## config.mk

```make
export PLATFORM = sky130hd
export DESIGN_NAME = rgb_to_hsv_converter
export DESIGN_NICKNAME = d
export VERILOG_FILES = /design/src/sv/rgbhsv_pkg.sv /design/src/sv/rgbhsv_front.sv /design/src/sv/rgbhsv_div_cell.sv /design/src/sv/rgb_to_hsv_converter.sv
export SDC_FILE = /design/constraint.sdc
export NUM_CORES = 2
export LEC_CHECK = 0
export ABC_CLOCK_PERIOD_IN_PS = 8500
export BUFFER_PORTS_ARGS = -buffer_cell sky130_fd_sc_hd__buf_2
export CELL_PAD_IN_SITES_DETAIL_PLACEMENT = 1
export CELL_PAD_IN_SITES_GLOBAL_PLACEMENT = 2
export CORE_ASPECT_RATIO = 1.4
export CORE_MARGIN = 3
export CORE_UTILIZATION = 45
export DETAILED_ROUTE_END_ITERATION = 7
export PLACE_DENSITY = 0.79
export SKIP_CTS_REPAIR_TIMING = 1
export SYNTH_ARGS = -nofsm -noshare
export SYNTH_HDL_FRONTEND = slang
export SYNTH_SLANG_ARGS = --single-unit
```

## constraint.sdc

```tcl
create_clock -name clk -period 8.5 [get_ports clk]
set_input_delay 0.425 -clock clk [delete_from_list [all_inputs] [get_ports clk]]
set_output_delay 0.425 -clock clk [all_outputs]
set_load 0.01 [all_outputs]
```

## src/sv/rgbhsv_pkg.sv

```systemverilog
package rgbhsv_pkg;

  // Pixel and result field widths
  localparam int CH_W  = 8;
  localparam int HUE_W = 15;
  localparam int SAT_W = 13;

  // Signed sector numerator and its magnitude (largest magnitude is 5 * 255)
  localparam int NUM_W   = 12;
  localparam int MAG_W   = 11;
  localparam int MAX_NUM = 5 * 255;

  // Hue geometry in degrees
  localparam int HUE_SECTOR_DEG = 60;
  localparam int HUE_FULL_DEG   = 360;
  localparam int HUE_TOP_DEG    = 300;

  // Width of the hue dividend: sector unit times the numerator magnitude
  function automatic int hue_dvd_w(input int hfb);
    return $clog2((HUE_SECTOR_DEG << hfb) * MAX_NUM + 1);
  endfunction

  // Width of the hue quotient before the negative wrap
  function automatic int hue_quo_w(input int hfb);
    return $clog2((HUE_TOP_DEG << hfb) + 1);
  endfunction

  // Width of the saturation dividend: delta scaled up by the fraction bits
  function automatic int sat_dvd_w(input int sfb);
    return CH_W + sfb;
  endfunction

  // Saturation quotient reaches exactly 1.0, so one bit above the fraction
  function automatic int sat_quo_w(input int sfb);
    return sfb + 1;
  endfunction

  // Number of divider cells: one quotient bit of each divide per cell
  function automatic int step_cnt(input int hfb, input int sfb);
    return (hue_quo_w(hfb) > sat_quo_w(sfb)) ? hue_quo_w(hfb) : sat_quo_w(sfb);
  endfunction

endpackage

```

## src/sv/rgbhsv_front.sv

```systemverilog
module rgbhsv_front
  import rgbhsv_pkg::*;
#(
  parameter int HUE_FRAC_BITS = 6,
  parameter int SAT_FRAC_BITS = 12,
  localparam int HD_W = hue_dvd_w(HUE_FRAC_BITS),
  localparam int SD_W = sat_dvd_w(SAT_FRAC_BITS)
) (
  input  logic            clk,
  input  logic            rst_n,
  input  logic            up_valid,
  output logic            up_ready,
  input  logic [CH_W-1:0] red,
  input  logic [CH_W-1:0] green,
  input  logic [CH_W-1:0] blue,
  output logic            dn_valid,
  input  logic            dn_ready,
  output logic [HD_W-1:0] dn_hue_dvd,
  output logic [SD_W-1:0] dn_sat_dvd,
  output logic [CH_W-1:0] dn_delta,
  output logic [CH_W-1:0] dn_hi,
  output logic            dn_neg
);

  localparam logic [HD_W-1:0] HUE_UNIT = HD_W'(HUE_SECTOR_DEG << HUE_FRAC_BITS);

  logic                    a_valid_r;
  logic [CH_W-1:0]         a_hi_r;
  logic [CH_W-1:0]         a_delta_r;
  logic [MAG_W-1:0]        a_mag_r;
  logic                    a_neg_r;
  logic                    b_valid_r;
  logic [HD_W-1:0]         b_hue_dvd_r;
  logic [SD_W-1:0]         b_sat_dvd_r;
  logic [CH_W-1:0]         b_delta_r;
  logic [CH_W-1:0]         b_hi_r;
  logic                    b_neg_r;
  logic                    a_ready;
  logic                    b_ready;
  logic [CH_W-1:0]         hi;
  logic [CH_W-1:0]         lo;
  logic [CH_W-1:0]         delta;
  logic signed [NUM_W-1:0] num;
  logic signed [NUM_W-1:0] num_abs;

  // Find max, min and the sector numerator; red wins ties, then green
  always_comb begin
    hi = (red > green) ? red : green;
    lo = (red < green) ? red : green;
    if (blue > hi) begin
      hi = blue;
    end
    if (blue < lo) begin
      lo = blue;
    end
    delta = hi - lo;
    if (red >= hi) begin
      num = $signed(NUM_W'(green)) - $signed(NUM_W'(blue));
    end else if (green >= hi) begin
      num = $signed(NUM_W'(delta) << 1) + $signed(NUM_W'(blue)) - $signed(NUM_W'(red));
    end else begin
      num = $signed(NUM_W'(delta) << 2) + $signed(NUM_W'(red)) - $signed(NUM_W'(green));
    end
    num_abs = num[NUM_W-1] ? -num : num;
  end

  // Advance each stage when it is empty or its successor takes the request
  assign b_ready  = !b_valid_r || dn_ready;
  assign a_ready  = !a_valid_r || b_ready;
  assign up_ready = a_ready;

  always_ff @(posedge clk) begin
    if (!rst_n) begin
      a_valid_r <= 1'b0;
      b_valid_r <= 1'b0;
    end else begin
      if (a_ready) begin
        a_valid_r <= up_valid;
      end
      if (b_ready) begin
        b_valid_r <= a_valid_r;
      end
    end
  end

  // Capture extremes and the numerator magnitude
  always_ff @(posedge clk) begin
    if (up_valid && a_ready) begin
      a_hi_r    <= hi;
      a_delta_r <= delta;
      a_mag_r   <= num_abs[MAG_W-1:0];
      a_neg_r   <= num[NUM_W-1];
    end
  end

  // Scale both dividends
  always_ff @(posedge clk) begin
    if (a_valid_r && b_ready) begin
      b_hue_dvd_r <= HUE_UNIT * HD_W'(a_mag_r);
      b_sat_dvd_r <= SD_W'(a_delta_r) << SAT_FRAC_BITS;
      b_delta_r   <= a_delta_r;
      b_hi_r      <= a_hi_r;
      b_neg_r     <= a_neg_r;
    end
  end

  assign dn_valid   = b_valid_r;
  assign dn_hue_dvd = b_hue_dvd_r;
  assign dn_sat_dvd = b_sat_dvd_r;
  assign dn_delta   = b_delta_r;
  assign dn_hi      = b_hi_r;
  assign dn_neg     = b_neg_r;

endmodule

```

## src/sv/rgbhsv_div_cell.sv

```systemverilog
module rgbhsv_div_cell
  import rgbhsv_pkg::*;
#(
  parameter int HUE_FRAC_BITS = 6,
  parameter int SAT_FRAC_BITS = 12,
  parameter int BIT_POS       = 0,
  localparam int HD_W = hue_dvd_w(HUE_FRAC_BITS),
  localparam int SD_W = sat_dvd_w(SAT_FRAC_BITS),
  localparam int HQ_W = hue_quo_w(HUE_FRAC_BITS),
  localparam int SQ_W = sat_quo_w(SAT_FRAC_BITS)
) (
  input  logic            clk,
  input  logic            rst_n,
  input  logic            up_valid,
  output logic            up_ready,
  input  logic [HD_W-1:0] up_hue_rem,
  input  logic [SD_W-1:0] up_sat_rem,
  input  logic [HQ_W-1:0] up_hue_quo,
  input  logic [SQ_W-1:0] up_sat_quo,
  input  logic [CH_W-1:0] up_delta,
  input  logic [CH_W-1:0] up_hi,
  input  logic            up_neg,
  output logic            dn_valid,
  input  logic            dn_ready,
  output logic [HD_W-1:0] dn_hue_rem,
  output logic [SD_W-1:0] dn_sat_rem,
  output logic [HQ_W-1:0] dn_hue_quo,
  output logic [SQ_W-1:0] dn_sat_quo,
  output logic [CH_W-1:0] dn_delta,
  output logic [CH_W-1:0] dn_hi,
  output logic            dn_neg
);

  logic            valid_r;
  logic [HD_W-1:0] hue_rem_r;
  logic [SD_W-1:0] sat_rem_r;
  logic [HQ_W-1:0] hue_quo_r;
  logic [SQ_W-1:0] sat_quo_r;
  logic [CH_W-1:0] delta_r;
  logic [CH_W-1:0] hi_r;
  logic            neg_r;
  logic [HD_W-1:0] hue_rem_nxt;
  logic [SD_W-1:0] sat_rem_nxt;
  logic [HQ_W-1:0] hue_quo_nxt;
  logic [SQ_W-1:0] sat_quo_nxt;

  // Hue divide: try to subtract delta at this quotient bit
  if (BIT_POS < HQ_W) begin : g_hue
    localparam int HR_W = HD_W - BIT_POS;
    always_comb begin
      if (up_hue_rem[HD_W-1:BIT_POS] >= HR_W'(up_delta)) begin
        hue_rem_nxt = up_hue_rem - (HD_W'(up_delta) << BIT_POS);
        hue_quo_nxt = up_hue_quo | (HQ_W'(1) << BIT_POS);
      end else begin
        hue_rem_nxt = up_hue_rem;
        hue_quo_nxt = up_hue_quo;
      end
    end
  end else begin : g_hue_idle
    assign hue_rem_nxt = up_hue_rem;
    assign hue_quo_nxt = up_hue_quo;
  end

  // Saturation divide: try to subtract the max at this quotient bit
  if (BIT_POS < SQ_W) begin : g_sat
    localparam int SR_W = SD_W - BIT_POS;
    always_comb begin
      if (up_sat_rem[SD_W-1:BIT_POS] >= SR_W'(up_hi)) begin
        sat_rem_nxt = up_sat_rem - (SD_W'(up_hi) << BIT_POS);
        sat_quo_nxt = up_sat_quo | (SQ_W'(1) << BIT_POS);
      end else begin
        sat_rem_nxt = up_sat_rem;
        sat_quo_nxt = up_sat_quo;
      end
    end
  end else begin : g_sat_idle
    assign sat_rem_nxt = up_sat_rem;
    assign sat_quo_nxt = up_sat_quo;
  end

  assign up_ready = !valid_r || dn_ready;

  always_ff @(posedge clk) begin
    if (!rst_n) begin
      valid_r <= 1'b0;
    end else if (up_ready) begin
      valid_r <= up_valid;
    end
  end

  // Hand the partial results to the next cell
  always_ff @(posedge clk) begin
    if (up_valid && up_ready) begin
      hue_rem_r <= hue_rem_nxt;
      sat_rem_r <= sat_rem_nxt;
      hue_quo_r <= hue_quo_nxt;
      sat_quo_r <= sat_quo_nxt;
      delta_r   <= up_delta;
      hi_r      <= up_hi;
      neg_r     <= up_neg;
    end
  end

  assign dn_valid   = valid_r;
  assign dn_hue_rem = hue_rem_r;
  assign dn_sat_rem = sat_rem_r;
  assign dn_hue_quo = hue_quo_r;
  assign dn_sat_quo = sat_quo_r;
  assign dn_delta   = delta_r;
  assign dn_hi      = hi_r;
  assign dn_neg     = neg_r;

endmodule

```

## src/sv/rgb_to_hsv_converter.sv

```systemverilog
// Channel   Direction  Handshake           Payload
// in_       input      in_valid/in_stall   in_red, in_green, in_blue (8 bits each)
// out_      output     out_valid/out_stall out_hue (15), out_saturation (13), out_value (8)
//
// One pixel is taken every clock while the output is not stalled.
// The path has two front stages, N divider cells (one quotient bit
// of each divide per cell, N = 15 at the default fraction bits) and the output register.
// Reset clears only the valid bits of the stages; the pipeline then accepts at once.
// A stall on the output backs up stage by stage; empty stages keep filling.
module rgb_to_hsv_converter
  import rgbhsv_pkg::*;
#(
  parameter int HUE_FRAC_BITS = 6,
  parameter int SAT_FRAC_BITS = 12
) (
  input  logic             clk,
  input  logic             rst_n,
  input  logic             in_valid,
  output logic             in_stall,
  input  logic [CH_W-1:0]  in_red,
  input  logic [CH_W-1:0]  in_green,
  input  logic [CH_W-1:0]  in_blue,
  output logic             out_valid,
  input  logic             out_stall,
  output logic [HUE_W-1:0] out_hue,
  output logic [SAT_W-1:0] out_saturation,
  output logic [CH_W-1:0]  out_value
);

  localparam int HD_W   = hue_dvd_w(HUE_FRAC_BITS);
  localparam int SD_W   = sat_dvd_w(SAT_FRAC_BITS);
  localparam int HQ_W   = hue_quo_w(HUE_FRAC_BITS);
  localparam int SQ_W   = sat_quo_w(SAT_FRAC_BITS);
  localparam int N      = step_cnt(HUE_FRAC_BITS, SAT_FRAC_BITS);
  localparam int FULL   = HUE_FULL_DEG << HUE_FRAC_BITS;
  localparam int FULL_W = $clog2(FULL + 1);

  logic            front_ready;
  logic            chain_valid [N+1];
  logic            chain_ready [N+1];
  logic [HD_W-1:0] chain_hue_rem [N+1];
  logic [SD_W-1:0] chain_sat_rem [N+1];
  logic [HQ_W-1:0] chain_hue_quo [N+1];
  logic [SQ_W-1:0] chain_sat_quo [N+1];
  logic [CH_W-1:0] chain_delta [N+1];
  logic [CH_W-1:0] chain_hi [N+1];
  logic            chain_neg [N+1];

  logic              out_valid_r;
  logic [HUE_W-1:0]  out_hue_r;
  logic [SAT_W-1:0]  out_sat_r;
  logic [CH_W-1:0]   out_val_r;
  logic [FULL_W-1:0] hue_full;
  logic [HUE_W-1:0]  out_hue_nxt;
  logic [SAT_W-1:0]  out_sat_nxt;
  logic              out_ready;

  assign in_stall = !front_ready;

  // Extremes, sector numerator and scaled dividends
  rgbhsv_front #(
    .HUE_FRAC_BITS(HUE_FRAC_BITS),
    .SAT_FRAC_BITS(SAT_FRAC_BITS)
  ) u_front (
    .clk       (clk),
    .rst_n     (rst_n),
    .up_valid  (in_valid),
    .up_ready  (front_ready),
    .red       (in_red),
    .green     (in_green),
    .blue      (in_blue),
    .dn_valid  (chain_valid[0]),
    .dn_ready  (chain_ready[0]),
    .dn_hue_dvd(chain_hue_rem[0]),
    .dn_sat_dvd(chain_sat_rem[0]),
    .dn_delta  (chain_delta[0]),
    .dn_hi     (chain_hi[0]),
    .dn_neg    (chain_neg[0])
  );

  assign chain_hue_quo[0] = '0;
  assign chain_sat_quo[0] = '0;

  // Divider chain, most significant quotient bit first
  for (genvar k = 0; k < N; k++) begin : g_cell
    rgbhsv_div_cell #(
      .HUE_FRAC_BITS(HUE_FRAC_BITS),
      .SAT_FRAC_BITS(SAT_FRAC_BITS),
      .BIT_POS      (N - 1 - k)
    ) u_cell (
      .clk       (clk),
      .rst_n     (rst_n),
      .up_valid  (chain_valid[k]),
      .up_ready  (chain_ready[k]),
      .up_hue_rem(chain_hue_rem[k]),
      .up_sat_rem(chain_sat_rem[k]),
      .up_hue_quo(chain_hue_quo[k]),
      .up_sat_quo(chain_sat_quo[k]),
      .up_delta  (chain_delta[k]),
      .up_hi     (chain_hi[k]),
      .up_neg    (chain_neg[k]),
      .dn_valid  (chain_valid[k+1]),
      .dn_ready  (chain_ready[k+1]),
      .dn_hue_rem(chain_hue_rem[k+1]),
      .dn_sat_rem(chain_sat_rem[k+1]),
      .dn_hue_quo(chain_hue_quo[k+1]),
      .dn_sat_quo(chain_sat_quo[k+1]),
      .dn_delta  (chain_delta[k+1]),
      .dn_hi     (chain_hi[k+1]),
      .dn_neg    (chain_neg[k+1])
    );
  end

  // Zero grey pixels, wrap negative hue into the full circle
  always_comb begin
    if (chain_delta[N] == '0) begin
      hue_full    = '0;
      out_sat_nxt = '0;
    end else begin
      out_sat_nxt = SAT_W'(chain_sat_quo[N]);
      if (chain_neg[N] && (chain_hue_quo[N] != '0)) begin
        hue_full = FULL_W'(FULL) - FULL_W'(chain_hue_quo[N]);
      end else begin
        hue_full = FULL_W'(chain_hue_quo[N]);
      end
    end
    out_hue_nxt = HUE_W'(hue_full);
  end

  assign out_ready    = !out_valid_r || !out_stall;
  assign chain_ready[N] = out_ready;

  always_ff @(posedge clk) begin
    if (!rst_n) begin
      out_valid_r <= 1'b0;
    end else if (out_ready) begin
      out_valid_r <= chain_valid[N];
    end
  end

  // Hold the finished request until it is taken
  always_ff @(posedge clk) begin
    if (chain_valid[N] && out_ready) begin
      out_hue_r <= out_hue_nxt;
      out_sat_r <= out_sat_nxt;
      out_val_r <= chain_hi[N];
    end
  end

  assign out_valid      = out_valid_r;
  assign out_hue        = out_hue_r;
  assign out_saturation = out_sat_r;
  assign out_value      = out_val_r;

endmodule

```

* Yosys cells after proc, flatten, opt, wreduce, memory -nomap -nowiden
Cells that the tools add are included.
** Operators by class
- Div/mod/pow operators :: 0
- Reductions and logical operators :: 59
- Add/sub/neg operators :: 34
- Multiply operators :: 1
- Muxes and demuxes :: 35
- Eq/ne operators :: 0
- Bitwise logic cells :: 0
- Magnitude comparators :: 34
- Shift-type cells :: 0
** Operators with widths (number)
- $mux 23 :: 14
- $mux 20 :: 12
- $ge 20x8->1 :: 2
- $ge 19x8->1 :: 2
- $ge 18x8->1 :: 2
- $ge 17x8->1 :: 2
- $ge 16x8->1 :: 2
- $mux 8 :: 4
- $ge 15x8->1 :: 2
- $mux 15 :: 2
- $ge 14x8->1 :: 2
- $ge 13x8->1 :: 2
- $ge 12x8->1 :: 2
- $ge 8x8->1 :: 3
- $mux 12 :: 2
- $sub 12x9->12 :: 2
- $ge 23x8->1 :: 1
- $sub 23x10->23 :: 1
- $sub 23x11->23 :: 1
- $sub 23x12->23 :: 1
- $sub 23x13->23 :: 1
- $sub 23x14->23 :: 1
- $sub 23x15->23 :: 1
- $sub 23x16->23 :: 1
- other kinds (39) :: 98
** Word-level totals
- Word-level logic and storage cells :: 320
- Input bits :: 28
- Memory bits (read-only) :: 0
- Bits in latches :: 0
- Register bits :: 1325
- Memories kept :: 0
- Memory bits (writable) :: 0
- Output and inout port bits :: 38

* Longest topological paths before layout
- Depth in word-level cells :: 20
- Depth in mapped cells :: 43
- Mapped depth without buffers :: 40

* By module
A second synthesis with hierarchy kept.
** Unflattened totals
- Cells, all modules :: 4768
- Area, all modules :: 66786.6 um^2
** Modules (own cells, without submodules)
- rgbhsv_front :: area an instance 6707.7 um^2, times used 1, cells each 650, sequential area each 1841.8 um^2
- rgbhsv_div_cell (g_cell[12].u_cell) :: area an instance 4306.6 um^2, times used 1, cells each 319, sequential area each 2662.6 um^2
- rgbhsv_div_cell (g_cell[14].u_cell) :: area an instance 4236.6 um^2, times used 1, cells each 318, sequential area each 2662.6 um^2
- rgbhsv_div_cell (g_cell[11].u_cell) :: area an instance 4102.7 um^2, times used 1, cells each 301, sequential area each 2662.6 um^2
- rgbhsv_div_cell (g_cell[13].u_cell) :: area an instance 4092.7 um^2, times used 1, cells each 300, sequential area each 2662.6 um^2
- rgbhsv_div_cell (g_cell[8].u_cell) :: area an instance 4066.4 um^2, times used 1, cells each 295, sequential area each 2662.6 um^2
- rgbhsv_div_cell (g_cell[9].u_cell) :: area an instance 4005.1 um^2, times used 1, cells each 285, sequential area each 2662.6 um^2
- rgbhsv_div_cell (g_cell[7].u_cell) :: area an instance 4001.3 um^2, times used 1, cells each 285, sequential area each 2662.6 um^2
- rgbhsv_div_cell (g_cell[10].u_cell) :: area an instance 3971.3 um^2, times used 1, cells each 282, sequential area each 2662.6 um^2
- rgbhsv_div_cell (g_cell[5].u_cell) :: area an instance 3962.6 um^2, times used 1, cells each 254, sequential area each 2662.6 um^2
- rgbhsv_div_cell (g_cell[6].u_cell) :: area an instance 3885.0 um^2, times used 1, cells each 275, sequential area each 2662.6 um^2
- rgbhsv_div_cell (g_cell[4].u_cell) :: area an instance 3809.9 um^2, times used 1, cells each 251, sequential area each 2662.6 um^2
- rgbhsv_div_cell (g_cell[3].u_cell) :: area an instance 3761.1 um^2, times used 1, cells each 249, sequential area each 2662.6 um^2
- rgbhsv_div_cell (g_cell[2].u_cell) :: area an instance 3707.3 um^2, times used 1, cells each 229, sequential area each 2662.6 um^2
- +3 rows

* Worst setup path before layout
No wires, ideal clock.
- Path type :: input -> register
- From :: input in_red[0]
- To :: register u_front.a_mag_r[7], data pin
- Cell stages on the path :: 42
- Path slack :: 0.798 ns
- Library setup time :: 0.266 ns
- Arrival time :: 7.436 ns
- Buffers on the path :: 3
- Required time :: 8.234 ns
- Path through :: inv_1 ha_1 inv_1 fa_1 a211oi_4 nor3_4 o22ai_1 clkbuf_1 nor2_1 a21oi_1 ha_1 a21oi_1 nor2b_1 o21ai_0 nand2b_1 a311oi_1 a221o_1 buf_6 (+6 left out) inv_1 nand2_1 mux2i_1 o32ai_1 or2_2 xor2_1 ha_1 a21o_1 a31oi_1 xnor2_1 ha_1 inv_1 o21bai_1 nor2_1 nand3_1 a41oi_4 o41ai_1 xnor2_1
** Between the ends
- Elaborated cells between the ends (all ways) :: 19
- Those cells by class :: add/sub: 6; order compare: 6; mux: 7
** RTL lines
- start: declaration :: RTL line rgb_to_hsv_converter.sv:20 : input logic [CH_W-1:0] in_red,
- $gt 8x8->1 :: RTL line rgbhsv_front.sv:48 : hi = (red > green) ? red : green;
- $mux 8 (*) :: RTL line rgbhsv_front.sv:48
- $gt 8x8->1 :: RTL line rgbhsv_front.sv:50 : if (blue > hi) begin
- $mux 8 (*) :: RTL line rgbhsv_front.sv:50
- net u_front.hi[2] :: RTL line rgbhsv_front.sv:40 : logic [CH_W-1:0] hi;
- $sub 8x8->8 (*) :: RTL line rgbhsv_front.sv:56 : delta = hi - lo;
- net u_front.delta[5] :: RTL line rgbhsv_front.sv:42 : logic [CH_W-1:0] delta;
- $add 10x8->11 or $add 9x8->10 (tied branches) :: RTL line rgbhsv_front.sv:62, rgbhsv_front.sv:60
- $sub 12x9->12 (on tied branches) :: RTL line rgbhsv_front.sv:62, rgbhsv_front.sv:60
- $mux 12 (*) :: RTL line rgbhsv_front.sv:59 : end else if (green >= hi) begin
- $mux 12 (*) :: RTL line rgbhsv_front.sv:57 : if (red >= hi) begin
- net u_front.num[11] :: RTL line rgbhsv_front.sv:43 : logic signed [NUM_W-1:0] num;
- $mux 11 (*) :: RTL line rgbhsv_front.sv:64 : num_abs = num[NUM_W-1] ? -num : num;
- net u_front.num_abs[7] :: RTL line rgbhsv_front.sv:44 : logic signed [NUM_W-1:0] num_abs;
- end signal: assignment :: RTL line rgbhsv_front.sv:91 : a_mag_r <= num_abs[MAG_W-1:0];
- end: declaration :: RTL line rgbhsv_front.sv:30 : logic [MAG_W-1:0] a_mag_r;
The timed path passes the listed nets; every way through them passes the cells marked *.
A chain may end at the register's enable or synchronous reset.

* Worst setup path in the final report
- From :: input in_red[0]
- To :: register u_front.a_mag_r[8], data pin
Same word-level chain as after synthesis.

==> impl_metrics.py <==
metrics = {
    "run_status": {
        "outcome": "finished clean",
    },
    "logic_synthesis": {
        "ys_ff_latch": 980,
        "synth-main-ff-cell": "sky130_fd_sc_hd__edfxtp_1",
        "yosysTopAreaCell": "sky130_fd_sc_hd__edfxtp_1",
        "synth_async_sr_flop_share_pct": 0,
        "synth_most_common_cell": "sky130_fd_sc_hd__edfxtp_1",
        "post-synth-top-area-fraction_pct": 59.1,
        "ys_types": 79,
        "postSynthNetCount": 4313,
        "mappedNetlistArea_sq_um": 48900,
        "synth.yosys.seq_area_share_pct": 59.9,
        "yosysWarningCount": 0,
        "ys_top_cells_by_area": "sky130_fd_sc_hd__edfxtp_1, sky130_fd_sc_hd__ha_1, sky130_fd_sc_hd__xnor2_1",
        "avgSynthCellArea_sq_um": 12.5,
        "post_synthesis_cell_count": 3915,
        "synth-edff-count": 962,
        "ys_top_cells_by_count": "sky130_fd_sc_hd__edfxtp_1, sky130_fd_sc_hd__inv_1, sky130_fd_sc_hd__ha_1, sky130_fd_sc_hd__nor2_1, sky130_fd_sc_hd__nand2_1",
    },
    "global_routing": {
        "grt_pass1_vias": 32100,
        "globalRoute.totalOverflow": 0,
        "antenna_found_initial": 0,
        "grt_pass1_wl_mm": 164,
        "globalRouteTotalUtil_pct": 18.3,
        "grt_max_degree": 70,
    },
    "clock_network": {
        "worst_setup_hold_path_clk_slew_ps": 60,
        "numCtsBuffers": 96,
        "h_tree_depth": 3,
        "clock_tree.buffer_depth": 3,
        "tritoncts": "yes",
        "clock_latency_on_the_worst_skew_pair_ps": 700,
        "root_buffer": "sky130_fd_sc_hd__clkbuf_16",
        "clkSinkCount": 980,
    },
    "drt": {
        "via_count": 29200,
        "drc": 0,
        "drt_iter0_drc": 987,
        "drt-wirelength-per-cell_microns": 18.2,
        "routed_wl_mm": 102,
        "drt_pass1_iterations": 4,
        "drtAntennaViolNets": 0,
        "route.detailed.vias_per_inst": 5.22,
    },
    "timing": {
        "layout_worst_path_cycle_share_pct": 92.0,
        "timing_hold_violations_final": 0,
        "layout_min_cycle_time_ps": 7820,
        "fin_skew_ps": 31.6,
        "drv_slew": 0,
        "slew-limit-headroom_pct": 19.2,
        "grt_setup_unrepaired": "false",
        "final_setup_viols": 0,
        "tightestPinTransition_ps": 1210,
        "timing.fmax_mhz": 128,
    },
    "cells_and_area": {
        "fin_nets": 4463,
        "post_route_cells_drive_above_1_share_pct": 7.38,
        "layout.cell_area.non_filler_sq_um": 54500,
        "fillCellCount": 11000,
        "utilization_pct": 50.8,
        "area_growth_pct": 11.6,
        "number_of_antenna_diodes": 0,
        "ff_latch_area_sq_um": 29200,
        "multiInputGateArea_sq_um": 18100,
    },
    "power_and_ir_drop": {
        "internal_power_uw": 9850,
        "power.share.sequential_pct": 41.3,
        "share_clk_of_total_power_pct": 31.5,
        "p_sw_share_pct": 29.2,
        "power.share.combinational_pct": 27.2,
        "worst_ir_drop_vdd_mv": 0.638,
        "power_leakage_uw": 0.0205,
        "ratio_of_total_power_to_cell_area_nw_per_um2": 255,
        "power.switching_uw": 4060,
    },
    "worst_setup_path": {
        "worst-r2r-cell-count": 13,
        "cp-end-kind": "flip-flop",
        "worst-setup-path-type": "primary input to flip-flop",
        "critical-path-max-stage-delay_ps": 460,
        "timing.critical_path.slowest_stage_cell": "sky130_fd_sc_hd__fa_1",
        "cp_startpoint_kind": "primary input",
        "crit_path_max_fanout": 12,
        "cp.required_ps": 8910,
        "worst-endpoint-arrival_ps": 8230,
    },
    "floorplan": {
        "floorplan.io_pins": 66,
        "die_x_microns": 285,
        "floorplan.initialDensity_pct": 45.5,
        "fp.coreArea_sq_um": 107000,
        "std_cell_rows": 142,
        "die_h_microns": 396,
        "die_area_sq_um": 113000,
    },
    "placement": {
        "port_buffers": 65,
        "placed_cell_area_sq_um": 51200,
        "post-dp-hpwl_mm": 79.3,
        "globalplace.congestion": 0.862,
    },
    "flow_run": {
        "cap_violations": 0,
    },
    "hold_path": {
        "holdCritPathClass": "primary input to flip-flop",
        "min_path_cells": 3,
    },
}
[final cells by class]
class | count | share of cell area, %
multi-input cells | 2481 | 33.1
clock inverters | 67 | 1.41
well taps | 1440 | 3.30
inverters | 400 | 2.76
flip-flops and latches | 980 | 53.6
clock buffers | 113 | 4.58
repair buffers | 106 | 1.17
[through the flow]
stage          TNS, ps  hold WS [ps]  std cells  setup WS, ps  total power [uW]
6_report             0          59.7       5587           679             13900
5_1_grt              0          41.4       5587          2.80             14700
4_1_cts              0         -75.4       5586           539             14100
3_5_place_dp     -1370           405       5406          -214              9660
3_3_place_gp         0           401       5406          79.2              9560
2_1_floorplan        0           400       3915           798              8700
[critical path, delay by kind of cell]
family | cells | cell delay [ps]
AO/OA/AOI/OAI | 14 | 2960
adder cells (fa/ha/maj) | 6 | 1730
AND/OR/NAND/NOR | 10 | 1240
buffers and inverters | 8 | 880
XOR/XNOR | 3 | 510
multiplexers | 2 | 480
[logic make-up after synthesis]
group | after synthesis | synth area share (%)
flops | 980 | 59.9
buf+inv | 454 | 3.54
xor+xnor | 326 | 5.84
fa+ha+maj | 371 | 10.3
compound gates | 720 | 9.14
mux | 35 | 0.771
simple gates | 1029 | 10.6
[cells in the final DEF (no fill, tap or decap), types with 17 or more instances in the layout]
| cell | Yosys | final |
|---|---|---|
| sky130_fd_sc_hd__buf_2 | 1 | 65 |
| sky130_fd_sc_hd__o21ai_0 | 210 | 210 |
| sky130_fd_sc_hd__nand2b_1 | 96 | 96 |
| sky130_fd_sc_hd__inv_1 | 397 | 397 |
| sky130_fd_sc_hd__nor3_1 | 72 | 71 |
| sky130_fd_sc_hd__a21o_1 | 130 | 130 |
| sky130_fd_sc_hd__nand3_1 | 36 | 36 |
| sky130_fd_sc_hd__xor2_1 | 145 | 144 |
| sky130_fd_sc_hd__ha_1 | 319 | 319 |
| sky130_fd_sc_hd__o31ai_1 | 34 | 34 |
| sky130_fd_sc_hd__mux2i_1 | 26 | 26 |
| sky130_fd_sc_hd__and2_1 | 58 | 58 |
| sky130_fd_sc_hd__xnor2_1 | 181 | 181 |
| sky130_fd_sc_hd__nand2_1 | 239 | 239 |
| sky130_fd_sc_hd__clkinv_1 | 0 | 25 |
| sky130_fd_sc_hd__dfxtp_1 | 18 | 18 |
| sky130_fd_sc_hd__buf_4 | 0 | 40 |
| sky130_fd_sc_hd__a21oi_1 | 206 | 206 |
| sky130_fd_sc_hd__nor4_1 | 48 | 47 |
| sky130_fd_sc_hd__edfxtp_1 | 962 | 962 |
| sky130_fd_sc_hd__nor2b_1 | 69 | 58 |
| sky130_fd_sc_hd__o21bai_1 | 29 | 29 |
| sky130_fd_sc_hd__o21a_1 | 27 | 27 |
| sky130_fd_sc_hd__nor2_1 | 269 | 269 |
| sky130_fd_sc_hd__or3_1 | 25 | 25 |
| sky130_fd_sc_hd__clkinv_2 | 0 | 17 |
| sky130_fd_sc_hd__nand4_1 | 36 | 36 |
| sky130_fd_sc_hd__clkbuf_16 | 0 | 97 |
| sky130_fd_sc_hd__fa_1 | 51 | 51 |
[worst paths after layout]
kind | startpoint | end | slack [ps]
max | in_red[0] | u_front.a_mag_r[8] | 680
min | out_stall | out_valid | 60
max reg2reg | out_valid | u_front.a_hi_r[2] | 4020
min reg2reg | g_cell[8].u_cell.dn_sat_quo[7] | g_cell[9].u_cell.dn_sat_quo[7] | 410
[power groups by stage]
stage | clock (uW) | sequential [uW] | combinational, uW
after global placement | 0 | 5860 | 3700
final | 4380 | 5750 | 3780
after global routing | 4710 | 5760 | 4250
after floorplan | 0 | 5760 | 2940
after CTS | 4510 | 5760 | 3830
after detailed placement | 0 | 5850 | 3810
[flip-flops by register name, indices dropped and copies added, names as in the netlist, 8 cells and up]
register,cells
out_value,8
g_cell.u_cell.dn_hue_rem,238
g_cell.u_cell.dn_sat_rem,178
g_cell.u_cell.dn_delta,104
u_front.a_hi_r,8
g_cell.u_cell.dn_valid,15
out_hue,15
g_cell.u_cell.dn_neg,15
g_cell.u_cell.dn_hue_quo,120
u_front.a_mag_r,11
g_cell.u_cell.dn_sat_quo,91
u_front.a_delta_r,8
u_front.dn_delta,8
out_saturation,13
u_front.dn_hue_dvd,15
u_front.dn_hi,8
g_cell.u_cell.dn_hi,120
[metal layers]
metal | wire [microns] | GRT usage (%) | part of all wire [%] | vias to the layer above
met1 | 33900 | 16.3 | 33 | 14300
met2 | 61900 | 39.6 | 61 | 321
li1 | - | - | - | 14300
met5 | 0 | 0 | 0 | -
met3 | 2410 | 2.44 | 2.4 | 185
met4 | 3620 | 6.86 | 3.6 | 0
No activity file was read; power rests on OpenSTA's default activity.
